`src/hw/rtl/tfc_pkg.sv`:
```
// shared types, constants and the byte-wide crc-32 step for the frame checker
// no dependencies
package tfc_pkg;

    localparam int unsigned HDR_LEN = 23;
    localparam int unsigned CRC_LEN = 4;
    localparam int unsigned FRAME_OVERHEAD = HDR_LEN + CRC_LEN;
    localparam int unsigned CNT_W = 17;

    localparam logic [CNT_W-1:0] CNT_MAX = {CNT_W{1'b1}};
    localparam logic [7:0] BATTERY_MAX = 8'd100;
    localparam logic [7:0] STATUS_MAX = 8'd3;
    localparam logic [31:0] CRC_POLY = 32'hEDB88320;
    localparam logic [31:0] CRC_INIT = 32'hFFFFFFFF;

    localparam logic [31:0] MAGIC_RESET = 32'h53544753;
    localparam logic [7:0] VERSION_RESET = 8'd1;
    localparam logic [15:0] MAX_PAYLOAD_RESET = 16'd1024;

    // header byte positions
    localparam int unsigned POS_VERSION = 4;
    localparam int unsigned POS_SAT = 5;
    localparam int unsigned POS_TIME = 7;
    localparam int unsigned POS_TEMP = 15;
    localparam int unsigned POS_BATT = 19;
    localparam int unsigned POS_STATUS = 20;
    localparam int unsigned POS_LEN = 21;

    typedef enum logic [1:0] {
        REG_MAGIC = 2'd0,
        REG_VERSION = 2'd1,
        REG_MAX_PAYLOAD = 2'd2
    } t_reg_idx;

    typedef enum logic [3:0] {
        ERR_OK = 4'd0,
        ERR_SHORT = 4'd1,
        ERR_MAGIC = 4'd2,
        ERR_VERSION = 4'd3,
        ERR_TOO_LARGE = 4'd4,
        ERR_LENGTH = 4'd5,
        ERR_CRC = 4'd6,
        ERR_BATTERY = 4'd7,
        ERR_STATUS = 4'd8
    } t_err_code;

    typedef struct packed {
        logic step;     // an item is taken this cycle
        logic restart;  // final byte: back to the reset values
        logic update;   // oldest delay-line byte enters the crc
    } t_crc_ctl;

    typedef struct packed {
        logic kind;
        logic [7:0] payload_byte;
        t_err_code err;
        logic [15:0] sat_id;
        logic [63:0] timestamp;
        logic [31:0] temperature;
        logic [7:0] battery;
        logic [7:0] status;
        logic [15:0] plen;
    } t_result;

    // reflected crc-32, one byte
    function automatic logic [31:0] crc32_byte(input logic [31:0] crc, input logic [7:0] b);
        logic [31:0] c;
        c = crc ^ {24'd0, b};
        for (int k = 0; k < 8; k++) begin
            c = c[0] ? ((c >> 1) ^ CRC_POLY) : (c >> 1);
        end
        return c;
    endfunction

endpackage

```
`src/hw/rtl/tfc_crc.sv`:
```
// crc-32 register with the four-byte delay line in front of it
// depends on tfc_pkg
module tfc_crc import tfc_pkg::*; (
    input  logic        i_clk,
    input  logic        i_rst_n,
    input  t_crc_ctl    i_ctl,
    input  logic [7:0]  i_byte,
    output logic [31:0] o_crc_next,
    output logic [31:0] o_rx_next
);

    logic [31:0] r_crc;
    logic [7:0]  r_dly [CRC_LEN];

    assign o_crc_next = i_ctl.update ? crc32_byte(r_crc, r_dly[0]) : r_crc;
    // delay line after the shift holds the received crc, big-endian
    assign o_rx_next = {r_dly[1], r_dly[2], r_dly[3], i_byte};

    always_ff @(posedge i_clk) begin
        if (!i_rst_n) begin
            r_crc <= CRC_INIT;
            for (int i = 0; i < CRC_LEN; i++) begin
                r_dly[i] <= 8'd0;
            end
        end else if (i_ctl.step) begin
            if (i_ctl.restart) begin
                r_crc <= CRC_INIT;
                for (int i = 0; i < CRC_LEN; i++) begin
                    r_dly[i] <= 8'd0;
                end
            end else begin
                r_crc <= o_crc_next;
                for (int i = 0; i < CRC_LEN - 1; i++) begin
                    r_dly[i] <= r_dly[i+1];
                end
                r_dly[CRC_LEN-1] <= i_byte;
            end
        end
    end

endmodule

```
`config.mk`:
```
export PLATFORM = sky130hd
export DESIGN_NAME = tfc_crc
export DESIGN_NICKNAME = d
export VERILOG_FILES = /design/src/hw/rtl/tfc_pkg.sv /design/src/hw/rtl/tfc_crc.sv
export SDC_FILE = /design/constraint.sdc
export NUM_CORES = 1
export LEC_CHECK = 0
export BUFFER_PORTS_ARGS = -buffer_cell sky130_fd_sc_hd__buf_2
export CELL_PAD_IN_SITES_DETAIL_PLACEMENT = 1
export CELL_PAD_IN_SITES_GLOBAL_PLACEMENT = 1
export CORE_UTILIZATION = 47
export CTS_BUF_LIST = sky130_fd_sc_hd__clkbuf_16
export CTS_CLUSTER_SIZE = 20
export DETAILED_ROUTE_END_ITERATION = 10
export PLACE_DENSITY_LB_ADDON = 0.1
export SYNTH_ARGS = -nofsm -noshare
export SYNTH_HDL_FRONTEND = slang
export SYNTH_SLANG_ARGS = --single-unit
export TNS_END_PERCENT = 20
```
`constraint.sdc`:
```
create_clock -name i_clk -period 5 [get_ports i_clk]
set_clock_uncertainty 0.1 [all_clocks]
set_input_delay 0.75 -clock i_clk [delete_from_list [all_inputs] [get_ports i_clk]]
set_output_delay 0.75 -clock i_clk [all_outputs]
set_load 0.01 [all_outputs]
```
==> results of run 1 <==
[state kept, by name (all words and copies together), names as in the netlist]
signal	flops
r_crc	32
r_dly	32
[metal layers]
layer / routed length, um / part of all wire, % / global-route usage, % / vias to the layer above
li1: - / - / - / 1130
met1: 3320 / 42 / 23.6 / 1117
met2: 4040 / 52 / 36.9 / 60
met3: 360 / 4.6 / 6.00 / 10
met4: 100 / 1.3 / 7.50 / 0
met5: 0 / 0 / 0 / -
[power groups by stage]
| stage | clock, mW | combinational [mW] | sequential (mW) |
|---|---|---|---|
| 2_1_floorplan | 0 | 0.440 | 0.609 |
| 3_3_place_gp | 0 | 0.595 | 0.609 |
| 3_5_place_dp | 0 | 0.601 | 0.611 |
| 4_1_cts | 0.636 | 0.609 | 0.600 |
| 5_1_grt | 0.655 | 0.649 | 0.604 |
| 6_report | 0.621 | 0.600 | 0.599 |
[final cells by class]
| cell class | count | area share, % |
|---|---|---|
| flip-flops and latches | 64 | 35.8 |
| well taps | 99 | 2.91 |
| clock inverters | 7 | 1.68 |
| inverters | 1 | 0.0883 |
| repair buffers | 78 | 9.30 |
| clock buffers | 9 | 5.30 |
| multi-input cells | 192 | 44.9 |
[placed cells by master, fill, tap and decap left out]
master,n
xor3_1,5
nor2b_1,16
xnor2_4,4
clkbuf_16,9
clkinvlp_4,2
dfxtp_1,40
nor2_1,4
clkinv_1,1
mux2_2,28
a21oi_1,11
xnor3_1,9
o21ai_0,1
buf_2,76
and3_1,24
inv_6,1
o22a_1,31
and2_1,1
clkinv_2,1
a31oi_1,1
nor2b_2,1
mux2i_1,1
xor2_2,3
edfxtp_1,24
inv_1,1
nand2b_1,3
buf_4,2
xor2_1,11
bufinv_16,1
nand2_1,3
xnor2_2,7
xnor2_1,28
clkinv_4,1
[how the worst max path moves through the flow]
stage | endpoint | cells past startpoint
2_1_floorplan | o_crc_next[20] | 5
3_3_place_gp | o_crc_next[23] | 6
3_5_place_dp | o_crc_next[20] | 6
4_1_cts | o_crc_next[20] | 6
5_1_grt | o_crc_next[20] | 6
6_report | o_crc_next[25] | 6
[worst reg2reg max path, stage by stage (launching register included)]
cell	delay, ps
edfxtp_1	410
xnor2_2	430
xor2_2	390
xor3_1	510
mux2_2	290
o22a_1	160
[kinds of logic (layout without fill, tap and decap cells)]
logic type / after synthesis / after routing / synth area share (%)
flops: 64 / 64 / 42.7
mux: 29 / 29 / 9.13
compound gates: 44 / 44 / 9.48
xor+xnor: 67 / 67 / 26.3
buf+inv: 28 / 95 / 3.79
simple gates: 52 / 52 / 8.64
[stage by stage]
stage	utilization [%]	hold slack, ps	setup slack, ps	total power, mW
6_report	58.3	415	1550	1.82
5_1_grt	58.3	445	1410	1.91
4_1_cts	58.3	418	1510	1.84
3_5_place_dp	54.2	405	1900	1.21
3_3_place_gp	54.2	366	1950	1.20
2_1_floorplan	-	357	2150	1.05
==> summary.txt, run 1 <==
Critical path
  • Top cell family by delay on the critical path: XOR/XNOR gates
  • CP startpoint: r_dly[0][0]
  • CP startpoint kind: flip-flop
  • Crit path largest cell delay: 450 ps
  • FF-to-FF setup slack: 2600 ps
  • Ordered list of cells on the worst path: xnor2_4 > xor2_2 > xnor3_1 > xor2_1 > mux2_2 > buf_2
  • Worst Path Buf+Inv: 1
  • Kind of critical path: flip-flop to primary output
  • Worst R2R Path Depth: 5
  • Data arrival, critical path: ~2600 ps
  • Worst endpoint required time: around 4200 ps
  • Worst path slowest cell: edfxtp_1
  • Worst r2r dst: r_crc[21]
  • R2R Path Start: r_dly[0][4]
  • Crit end category: primary output
  • Crit Path Max Fanout: 8

Floorplan
  • Initial Util: about half
  • Die Span X: ~89 um
  • Number of I/O pins: 77
  • Die footprint: 7930 um^2
  • Core region area: between 7000 and 8000 um^2
  • Die height: just under 90 um
  • # rows: 31

Clock network
  • Reg clk slew, reported paths: 60 ps
  • Hold Buf Count CTS: 0
  • Post_cts resized: 0
  • Longest Clk Path Bufs: 2
  • Skew-Pair Late Insertion Delay: 330 ps
  • Setup Fix Bufs, Post-CTS: 0
  • Clock tree sinks: 64
  • CTS buffer count: 9
  • Root Driver: clkbuf_16
  • # H-tree levels: 3
  • TritonCTS clock tree: yes

Logic synthesis
  • Most numerous cell in the Yosys netlist: dfxtp_1
  • Synth warnings: 0
  • Cell taking the most area after synthesis: dfxtp_1
  • Synth Register Bits: 64
  • Synth cell count leaders: dfxtp_1, o22a_1, mux2_2, xnor2_1
  • Top post-synthesis cells by area: dfxtp_1, edfxtp_1, mux2_2, o22a_1, xnor2_1
  • Post-synth top area share: 22.5%
  • FFs w/ async S/R, synth: 0%
  • Synthesized net count: ~300
  • Yosys cell types: 25
  • Post-synthesis sequential area ratio: a little over two fifths
  • Post-synth EDFFs: 24
  • Syn Inst Count: between 200 and 300
  • Synthesized area: 3560 um^2
  • Top FF cell, synth: dfxtp_1
  • Mean post-synth cell area: 12.5 um^2

Timing
  • Worst Max-Slew Pin Slew: 839 ps
  • Max Freq: between 0.2 and 0.3 GHz
  • Fin crit period: 3450 ps
  • Final setup viols: 0
  • Final period util: 69.0%
  • Count of pins over their slew limit: 0
  • Rel. slew slack: 44.1%
  • Fin. Hold Viols: 0
  • Final TNS setup: 0 ps
  • RSZ-0062 raised after global routing: no

Layout
  • Final Instance Area: 4250 um^2
  • Area of the multi-input gates: 1910 um^2
  • Area grow syn2layout: 19.3%
  • # fillers: about 800
  • Diode count: 0
  • FF/Latch Area: 1520 um^2
  • Finished Layout Cells: 450
  • # nets final: 359
  • Layout cell share with drive strength beyond 1: 38.7%

Global routing
  • Overall routing resource usage: 20.7%
  • Initial antenna violation count: 0
  • Number of global-route vias before repair: around 2,400
  • First-pass GRT wire length: 11.8 mm
  • Grt ovf: 0
  • Largest net degree at the start of global routing: 39

Power
  • Switching share of power: 30.3%
  • Psw: 0.551 mW
  • Power Dens Cells: 428 nW/um^2
  • Reg power frac: 32.9%
  • Int Power: 1.27 mW
  • Logic pwr share: 32.9%
  • VDD IR-drop max: 0.169 mV
  • Static Leakage: ~1.8 nW
  • Clock share of power: 34.1%

Worst hold path
  • Hold Path Sink: r_crc[28]
  • WHS Path Cells: 1
  • Worst Hold Class: flip-flop to flip-flop
  • HP Start: r_crc[28]

Job
  • Max Cap Viol: 0

Place
  • Hpwl dp: 5.49 mm
  • Gpl congestion: 0.762
  • Placed instance count: 434
  • Area after DPL: 3950 um^2
  • Port buffer count: 76

Drt
  • DR vias/cell: 5.15
  • Drc violations: 0
  • First drt pass iteration count: 4
  • Avg WL per Cell: 17.4 um
  • DR vias: about 2,300
  • DRT Wirelength: approximately 7.8 mm
  • DRT antenna net count: 0
  • Iteration-0 DRC Markers: 38

Outcome
  • Status: finished clean
No activity file was read; power rests on OpenSTA's default activity.
==> run 2, diff against run 1 <==
--- a/config.mk
+++ b/config.mk
@@ -5,10 +5,11 @@
 export SDC_FILE = /design/constraint.sdc
 export NUM_CORES = 1
 export LEC_CHECK = 0
+export ABC_AREA = 1
 export BUFFER_PORTS_ARGS = -buffer_cell sky130_fd_sc_hd__buf_2
 export CELL_PAD_IN_SITES_DETAIL_PLACEMENT = 1
 export CELL_PAD_IN_SITES_GLOBAL_PLACEMENT = 1
-export CORE_UTILIZATION = 47
+export CORE_UTILIZATION = 35
 export CTS_BUF_LIST = sky130_fd_sc_hd__clkbuf_16
 export CTS_CLUSTER_SIZE = 20
 export DETAILED_ROUTE_END_ITERATION = 10
==> constraint.sdc (replaced) <==
create_clock -name i_clk -period 2.9 [get_ports i_clk]
set_clock_uncertainty 0.1 [all_clocks]
set_input_delay 0.435 -clock i_clk [delete_from_list [all_inputs] [get_ports i_clk]]
set_output_delay 0.435 -clock i_clk [all_outputs]
set_load 0.01 [all_outputs]
==> run 2 against run 1 <==
Against the previous run:
- hold slack got worse by 110 ps
- critical path type unchanged
- non-clock buffer count increased by 2
- critical path depth rose by 6
- first-iteration DRC count rose to 3.5 times the previous value
- combinational power up 20%
- register-to-register slack got worse by 1700 ps
- largest cell class unchanged
- clock power up 74%
- die area rose by 49%
- sequential share of layout area is 3.6 points lower
- global-route usage grew 3.0 points
- synthesized area is 12% higher
- cell area rose by 11%
- highest routed layer unchanged
- critical endpoint is now o_crc_next[4]
==> summary.txt, run 2 <==
Outcome
  • Status: finished clean

Floorplan
  • # rows: 38 (+23%)
  • Initial Util: 36.3% (-13 points)
  • Core region area: 10,900 um^2 (+50%)
  • Die height: 109 um (+22%)
  • Die footprint: 11,800 um^2 (+49%)
  • Number of I/O pins: 77 (unchanged)
  • Die Span X: 109 um (+22%)

Clock network
  • Skew-Pair Late Insertion Delay: 350 ps (+20 ps)
  • Longest Clk Path Bufs: 2 (unchanged)
  • Setup Fix Bufs, Post-CTS: 0 (unchanged)
  • # H-tree levels: 3 (unchanged)
  • Clock tree sinks: 64 (unchanged)
  • TritonCTS clock tree: yes
  • CTS buffer count: 9 (unchanged)
  • Reg clk slew, reported paths: 50 ps (about the same)
  • Root Driver: clkbuf_16

Place
  • Place WS: 509 ps (-1390 ps)
  • Area after DPL: 4430 um^2 (+12%)
  • Port buffer count: 76 (unchanged)
  • Gpl congestion: 0.876 (+15%)
  • Hpwl dp: 9.63 mm (+76%)

Logic synthesis
  • Post-synth EDFFs: 24 (unchanged)
  • Synthesized area: 3970 um^2 (+12%)
  • Synth Register Bits: 64 (unchanged)
  • Cell taking the most area after synthesis: dfxtp_1
  • Yosys cell types: 33 (+32%)
  • Synth warnings: 0 (unchanged)
  • Post-synth top area share: 20.2% (-2.3 points)
  • Top FF cell, synth: dfxtp_1
  • Most numerous cell in the Yosys netlist: nand2_1
  • Synthesized net count: 598 (+100%)
  • Mean post-synth cell area: 6.79 um^2 (-46%)
  • Top post-synthesis cells by area: dfxtp_1, edfxtp_1, nand2_1, inv_1, nand3_1
  • Syn Inst Count: 585 (+110%)
  • Post-synthesis sequential area ratio: 38.3% (-4.4 points)
  • FFs w/ async S/R, synth: 0% (unchanged)
  • Synth cell count leaders: nand2_1, inv_1, nand3_1

Critical path
  • Worst path slowest cell: edfxtp_1
  • Crit end category: primary output
  • Crit path largest cell delay: 490 ps (+40 ps)
  • Worst endpoint required time: 2370 ps (-1780 ps)
  • Crit Path Max Fanout: 8 (unchanged)
  • Top cell family by delay on the critical path: simple AND/OR/NAND/NOR gates
  • Ordered list of cells on the worst path: inv_1 > nand2_4 > nand2_8 > nand2_2 > nand2_2 > nand2_2 > nand2_1 > nand2_1 > a21o_1 > nand2_1 > inv_1 > buf_2
  • Data arrival, critical path: 2170 ps (-430 ps)
  • CP startpoint kind: flip-flop
  • Kind of critical path: flip-flop to primary output
  • Worst Path Buf+Inv: 3 (+2)

Drt
  • Drc violations: 0 (unchanged)
  • DR vias: 3,908 (+69%)
  • Avg WL per Cell: 16.2 um (-6.6%)
  • DR vias/cell: 4.91 (-4.6%)
  • DRT antenna net count: 0 (unchanged)
  • First drt pass iteration count: 4 (unchanged)
  • DRT Wirelength: 12.9 mm (+65%)
  • Iteration-0 DRC Markers: 134 (+250%)

Global routing
  • Initial antenna violation count: 0 (unchanged)
  • Grt ovf: 0 (unchanged)
  • First-pass GRT wire length: 20.6 mm (+74%)
  • Overall routing resource usage: 23.6% (+3.0 points)
  • Number of global-route vias before repair: 4,003 (+70%)
  • Largest net degree at the start of global routing: 52 (+33%)

Layout
  • Commonest cells after routing, fill and taps aside: nand2_1, inv_1, buf_2
  • # fillers: 1,444 (+80%)
  • Most common cell after layout, fill and taps aside: nand2_1
  • Largest registers: r_crc: 32 flops, r_dly: 32 flops
  • Layout cell share with drive strength beyond 1: 21.0% (-18 points)
  • Area of the multi-input gates: 1940 um^2 (+1.8%)
  • FF/Latch Area: 1520 um^2 (unchanged)
  • Final Instance Area: 4720 um^2 (+11%)
  • Diode count: 0 (unchanged)
  • Area grow syn2layout: 18.8%
  • Fin util: 43.2% (-15 points)
  • # nets final: 664 (+85%)

Timing
  • Fin crit period: approximately 2700 ps
  • Final period util: between 90% and 100%
  • RSZ-0062 raised after global routing: no
  • Final TNS setup: 0 ps (unchanged)
  • Fin. Hold Viols: 0 (unchanged)
  • Count of pins over their slew limit: 0 (unchanged)
  • Hold slack: 303 ps (-112 ps)
  • Worst Max-Slew Pin Slew: 807 ps (-32.1 ps)
  • Final worst slack: 199 ps (-1350 ps)
  • Max Freq: 0.370 GHz
  • Final setup viols: 0 (unchanged)
  • Rel. slew slack: 46.1% (+2.1 points)

Power
  • Psw: 0.949 mW (+72%)
  • Static Leakage: 2.41 nW (+34%)
  • VDD IR-drop max: 0.299 mV (+76%)
  • Switching share of power: 33.6% (+3.4 points)
  • Clock share of power: 38.4% (+4.3 points)
  • Reg power frac: 36.1% (+3.2 points)
  • Int Power: 1.87 mW (+47%)
  • Power Dens Cells: 597 nW/um^2 (+40%)
  • Logic pwr share: 25.5% (-7.4 points)

Job
  • Max Cap Viol: 0 (unchanged)

Worst hold path
  • Worst Hold Class: primary input to flip-flop
-- run 2: cell types whose count changed after synthesis, moves of 23 or more --
cell | previous run | this run
mux2_2 | 28 | 0
and3_1 | 24 | 0
nand3_1 | 0 | 53
nor2_1 | 4 | 44
inv_1 | 1 | 93
xnor2_1 | 28 | 5
nand2_1 | 3 | 184
o22a_1 | 31 | 0
-- run 2: final cells by class --
| type | instances | area share, % |
|---|---|---|
| Tap cell | 140 | 3.71 |
| Multi-Input combinational cell | 394 | 41.2 |
| Clock buffer | 9 | 4.77 |
| Clock inverter | 7 | 1.33 |
| Inverter | 102 | 8.11 |
| Timing Repair Buffer | 80 | 8.69 |
| Sequential cell | 64 | 32.2 |
-- run 2: worst paths after layout --
kind | startpoint | endpoint | slack (ps) | cells after the start
worst max register to register | r_dly[0][2] | r_crc[16] | 870 | 11
worst min-delay path | i_byte[5] | r_dly[3][5] | 300 | 3
worst min register to register | r_dly[2][4] | r_dly[2][4] | 390 | 2
worst max-delay path | r_dly[0][0] | o_crc_next[4] | 200 | 12
-- run 2: cells by family after synthesis --
| kind of cell | count (synthesis) | share of synthesized area [%] |
|---|---|---|
| xor gates and xnor gates | 27 | 6.42 |
| and+or+nand+nor | 312 | 34.1 |
| AOI/OAI and AO/OA | 55 | 8.22 |
| buffers and inverters | 127 | 12.9 |
| DFF | 64 | 38.3 |
-- run 2: repair_timing --
action | in CTS | in global routing
resized for setup | 0 | 2
endpoints found under the hold margin | 0 | 0
endpoints found under the setup margin | 0 | 3
hold buffers | 0 | 0
-- run 2: stage by stage --
stage,std cells,total power [mW]
after floorplan,585,1.51
after global placement,780,1.74
after detailed placement,780,1.76
after CTS,796,2.85
after global routing,796,2.97
final,796,2.82
-- run 2: power by group through the flow --
stage          Clock (mW)  Sequential, mW  Combinational [mW]
4_1_cts              1.11            1.02               0.727
6_report             1.08            1.02               0.720
5_1_grt              1.14            1.02               0.805
3_3_place_gp            0            1.03               0.706
2_1_floorplan           0            1.03               0.479
3_5_place_dp            0            1.04               0.721
-- run 2: layer usage --
metal  share of wire, %  GRT usage, %  up-vias
met5                  0             0        -
met4                2.7          10.2        0
met3                3.3          4.16       24
met2                 53          42.9       76
met1                 41          26.9     1876
li1                   -             -     1932
-- run 2: worst register-to-register path, stage by stage, from the launching register on --
cell and delay (ps):
edfxtp_1 420, inv_1 100, nand2_1 60, nand2_2 240, nand2_2 140, nand2_4 130, xor2_1 270, nand2_1 80
nand3_1 110, o211ai_1 90, nand2_1 110, inv_1 50
